<file path="config.mk">
export PLATFORM = sky130hd
export DESIGN_NAME = sis_ctrl
export DESIGN_NICKNAME = d
export VERILOG_FILES = /design/src/rtl/core/sis_pkg.sv /design/src/rtl/core/sis_ctrl.sv
export SDC_FILE = /design/constraint.sdc
export NUM_CORES = 1
export LEC_CHECK = 0
export BUFFER_PORTS_ARGS = -buffer_cell sky130_fd_sc_hd__buf_2
export CAP_MARGIN = 10
export CORE_AREA = 4 4 41 43
export DETAILED_ROUTE_END_ITERATION = 6
export DIE_AREA = 0 0 45 47
export SLEW_MARGIN = 10
export SYNTH_ARGS = -nofsm -noshare
export SYNTH_HDL_FRONTEND = slang
export SYNTH_SLANG_ARGS = --single-unit
</file>
<file path="constraint.sdc">
create_clock -name clk -period 3.5 [get_ports clk]
set_clock_uncertainty 0.1 [all_clocks]
set_input_delay 0.525 -clock clk [delete_from_list [all_inputs] [get_ports clk]]
set_output_delay 0.525 -clock clk [all_outputs]
set_load 0.05 [all_outputs]
</file>
<file path="src/rtl/core/sis_pkg.sv">
// Shared constants and controller/datapath interface types for the signed integer sorter.
`default_nettype none
package sis_pkg;
    localparam int Capacity = 64;
    localparam int IdxW = $clog2(Capacity);
    localparam int CntW = $clog2(Capacity + 1);
    localparam int DataW = 32;

    typedef struct packed {
        logic load;    // insert value into the sorted chain
        logic drop;    // note a dropped item
        logic shift;   // move the chain one slot toward the output
        logic clear;   // restart for a new list
    } cmd_t;

    typedef struct packed {
        logic full;
        logic empty;
        logic one_left;
        logic dropped;
    } stat_t;
endpackage
`default_nettype wire

</file>
<file path="src/rtl/core/sis_ctrl.sv">
// Controller: load phase, then drain phase through a registered output stage.
`default_nettype none
module sis_ctrl (
    input  wire logic           clk,
    input  wire logic           rst_n,
    input  wire logic           in_valid,
    input  wire logic           is_last,
    output logic                in_ready,
    output logic                out_valid,
    input  wire logic           out_ready,
    output logic                last_out,
    output logic                overflow,
    output logic                capture,
    input  wire sis_pkg::stat_t stat,
    output sis_pkg::cmd_t       cmd
);
    typedef enum logic [0:0] {LOAD, DRAIN} state_t;
    state_t state_reg;
    logic out_free, accept;

    assign out_free = !out_valid || out_ready;
    assign in_ready = (state_reg == LOAD);
    assign accept = in_valid && in_ready;
    // An output slot opens whenever the holding register is empty or being taken.
    assign capture = (state_reg == DRAIN) && out_free && !stat.empty;

    always_comb
    begin
        cmd = '0;
        cmd.load = accept && !stat.full;
        cmd.drop = accept && stat.full;
        cmd.shift = capture;
        cmd.clear = capture && stat.one_left;
    end

    always_ff @(posedge clk or negedge rst_n)
    begin
        if (!rst_n)
        begin
            state_reg <= LOAD;
            out_valid <= 1'b0;
            last_out <= 1'b0;
            overflow <= 1'b0;
        end
        else
        begin
            if (out_valid && out_ready)
                out_valid <= 1'b0;
            unique case (state_reg)
                LOAD:
                begin
                    if (accept && is_last)
                        state_reg <= DRAIN;
                end
                DRAIN:
                begin
                    if (capture)
                    begin
                        out_valid <= 1'b1;
                        last_out <= stat.one_left;
                        overflow <= stat.dropped;
                        if (stat.one_left)
                            state_reg <= LOAD;
                    end
                end
                default: state_reg <= LOAD;
            endcase
        end
    end
endmodule
`default_nettype wire

</file>
==> impl_summary.txt <==
----------------------------------------------------
[Outcome]
  Status ... finished clean

[Route]
  Total via count in the routed design ... around 210
  DRC violation count after routing ... 0
  Wirelength, routed ... 579 µm
  Total length of routed met2 wires ... about 280 µm
  Drt pass-1 iters ... 1
  Number of vias per cell after detailed routing ... 3.87
  Top layer in use ... met4
  First DRT Iteration DRCs ... 0
  Met3 Routed Length ... roughly 56 µm
  Remaining number of nets flagged by the antenna check after routing ... 0
  Met1 Wirelength ... between 200 and 250 µm
  Routed wirelength normalized by instance count ... 10.7 µm

[Clock network]
  Maximum number of buffers from clock root to sink ... 2
  Clock sink total ... 4
  Count of instances resized after the clock tree is built ... 0
  Num CTS Buffers ... 3
  Maximum level of the CTS H-tree ... 1
  Clock tree from TritonCTS ... yes
  Number of buffers added to fix hold violations after cts ... 1
  Clk pin slew, worst setup/hold paths ... roughly 0.04 ns
  Clk_lat worst skew ... 0.24 ns
  Post-CTS setup buffer count ... 0
  Clock root buffer ... sky130_fd_sc_hd__clkbuf_4

[Synthesis]
  Post-synth EDFFs ... 0
  Area contributors post-synth ... sky130_fd_sc_hd__dfrtp_1, sky130_fd_sc_hd__mux2_4, sky130_fd_sc_hd__nor2b_4
  Cell type with the largest total area after synthesis ... sky130_fd_sc_hd__dfrtp_1
  Primary FF master, synth ... sky130_fd_sc_hd__dfrtp_1
  Top-count cell post-synth ... sky130_fd_sc_hd__dfrtp_1
  Fraction of synthesis flops using an asynchronous set or reset pin ... 1.00
  Sequential area share after synthesis ... 0.447
  Cell area after synthesis ... approximately 220 µm²
  Synth cell types ... 14
  Post-synthesis sequential element count ... 4
  Top cells by instance count after synthesis ... sky130_fd_sc_hd__dfrtp_1, sky130_fd_sc_hd__mux2_4, sky130_fd_sc_hd__o21ai_0
  Top cell type's share of synthesized area ... 0.447
  Instance count of the mapped netlist ... 19
  Synth Area per Inst ... roughly 12 µm²
  Warning count from the yosys run ... 0
  Synthesized net count ... 28

[Die]
  Width of the die ... 45 µm
  Row Count ... 13
  Number of primary I/O pins ... 18
  Core box area ... between 0.001 and 0.0015 mm²
  Overall die height ... 47 µm
  Die Area ... roughly 0.0021 mm²
  Initial standard-cell utilization of the core ... 0.172

[Finish]
  Antenna Diode Count ... 0
  Area used by multi-input combinational logic ... approximately 110 µm²
  Area occupied by registers ... between 100 and 150 µm²
  Ratio of cells with drive above 1 in the final layout ... 0.667
  Filler cell count ... roughly 150
  Number of nets in the layout ... 50
  Area added between synthesis and finish ... 57.5%

[Hold path]
  Hold_sp ... overflow$_DFFE_PN0P_
  Kind of path behind the tightest hold check ... reg -> reg
  Capture endpoint of the worst hold path ... overflow$_DFFE_PN0P_
  Number of cells on the worst hold path ... 1

[STA]
  Period utilisation layout ... 0.568
  Setup TNS ... 0 ns
  Unrepaired setup endpoints after global routing ... false
  Worst slack on hold paths ... roughly 0.41 ns
  Remaining max-slew budget at the tightest pin ... 0.831
  Timing-limited maximum frequency ... about 0.5 GHz
  Final count of pins violating max slew ... 0
  Final setup violating endpoints ... 0
  Min cycle time layout ... 1.99 ns
  Transition time of the tightest slew-check pin ... about 0.26 ns
  Fin. Hold Viols ... 0

[Setup path]
  Launching element type of the critical path ... primary input
  Slowest-stage cell, CP ... sky130_fd_sc_hd__buf_2
  Logic depth of the worst register-to-register path ... 3
  Setup slack on the worst flop-to-flop path ... around 2.3 ns
  Chain of cells forming the critical path ... buf_2 -> nand2b_2 -> nor2_4 -> and2_2 -> buf_2
  Type of the worst setup path ... in -> out
  Critical register-to-register path endpoint ... overflow$_DFFE_PN0P_
  Worst Path Buf+Inv ... 2
  Critical Path End Type ... output port
  Instance count on the critical path ... 5
  Worst EP arrival ... 1.36 ns
  Top cell family by delay on the critical path ... simple AND/OR/NAND/NOR gates
  Critical path data required time ... about 2.9 ns
  Delay of the slowest cell on the worst path ... 0.25 ns
  CP Max Fanout ... 5
  Worst path most repeated cell ... sky130_fd_sc_hd__buf_2
  Critical R2R Launch ... state_reg$_DFF_PN0_

[Global routing]
  GRT Resource Usage Total ... 0.0650
  Number of global-route vias before repair ... approximately 210
  Global route overflow ... 0
  Wire length of the first global-routing pass ... roughly 830 µm
  Number of antenna violations at the first check in global routing ... 0
  Maximum number of pins on one net before global-route repair ... 6

[Place]
  Last weighted congestion value of the routability-driven placer ... about 0.68
  Number of input and output port buffers inserted ... 17

[Pwr]
  Power per standard cell area ... around 850 mW/mm²
  Largest vdd supply drop ... roughly 0.00022 V
  Static leakage power ... 0.194 nW
  Total power of the final layout ... approximately 0.30 mW

[Job]
  Max cap viols ... 0

----------------------------------------------------
layout make-up:
cell class,instances,share of cell area
inverter,1,0.0106
tap,15,0.0532
sequential,4,0.284
multi-input combinational,13,0.319
timing repair buffer,18,0.270
clock buffer,3,0.0638
report_power, final:
group          leakage (nW)  switching (mW)  internal (mW)
registers            0.0477          0.0124         0.0642
logic                 0.132           0.117         0.0477
clock network        0.0138          0.0211         0.0385
cells by family (layout without fill, tap and decap cells):
| kind of cell | Yosys count | count (layout) | synth area share |
|---|---|---|---|
| AND/OR/NAND/NOR | 9 | 9 | 0.324 |
| flip-flops | 4 | 4 | 0.447 |
| multiplexers | 2 | 2 | 0.134 |
| buffers and inverters | 2 | 22 | 0.0503 |
| AO/OA/AOI/OAI | 2 | 2 | 0.0447 |
worst max path at each step:
stage | from | to | slack, ns
after floorplan | stat[3] | cmd[3] | 1.19
after global placement | stat[2] | cmd[0] | 1.51
after detailed placement | stat[2] | cmd[0] | 1.51
after CTS | stat[2] | cmd[0] | 1.50
after global routing | stat[2] | cmd[0] | 1.45
final | stat[2] | cmd[0] | 1.51
through the flow:
step,area [µm²],std cells,worst slack (ns),utilization
after floorplan,224,19,1.19,-
after global placement,320,50,1.51,0.246
after detailed placement,320,50,1.51,0.246
after CTS,353,54,1.50,0.271
after global routing,353,54,1.45,0.271
final,353,54,1.51,0.271
placed cells by master, fill, tap and decap left out:
cell type                       Yosys  layout
sky130_fd_sc_hd__nand2b_1           1       1
sky130_fd_sc_hd__and2_2             1       1
sky130_fd_sc_hd__mux2_4             2       2
sky130_fd_sc_hd__nor3b_1            1       1
sky130_fd_sc_hd__clkbuf_4           0       3
sky130_fd_sc_hd__nand2b_2           1       1
sky130_fd_sc_hd__o21ai_0            2       2
sky130_fd_sc_hd__inv_1              1       1
sky130_fd_sc_hd__nor2_4             1       1
sky130_fd_sc_hd__and3_1             1       1
sky130_fd_sc_hd__or2b_1             1       1
sky130_fd_sc_hd__dlygate4sd3_1      0       1
sky130_fd_sc_hd__nor2b_4            1       1
sky130_fd_sc_hd__buf_2              0      17
sky130_fd_sc_hd__nand2_1            1       1
sky130_fd_sc_hd__dfrtp_1            4       4
metal layers:
metal | up-vias | GRT usage
li1 | 101 | -
met1 | 95 | 0.0667
met2 | 11 | 0.0791
met3 | 2 | 0.0383
met4 | 0 | 0.0877
met5 | - | 0
worst register-to-register path, delay by kind of cell (launching register included):
| family | cells | cell delay (ns) |
|---|---|---|
| DFF | 1 | 0.42 |
| muxes | 1 | 0.31 |
| and+or+nand+nor | 2 | 0.25 |
No activity file was read; power rests on OpenSTA's default activity.
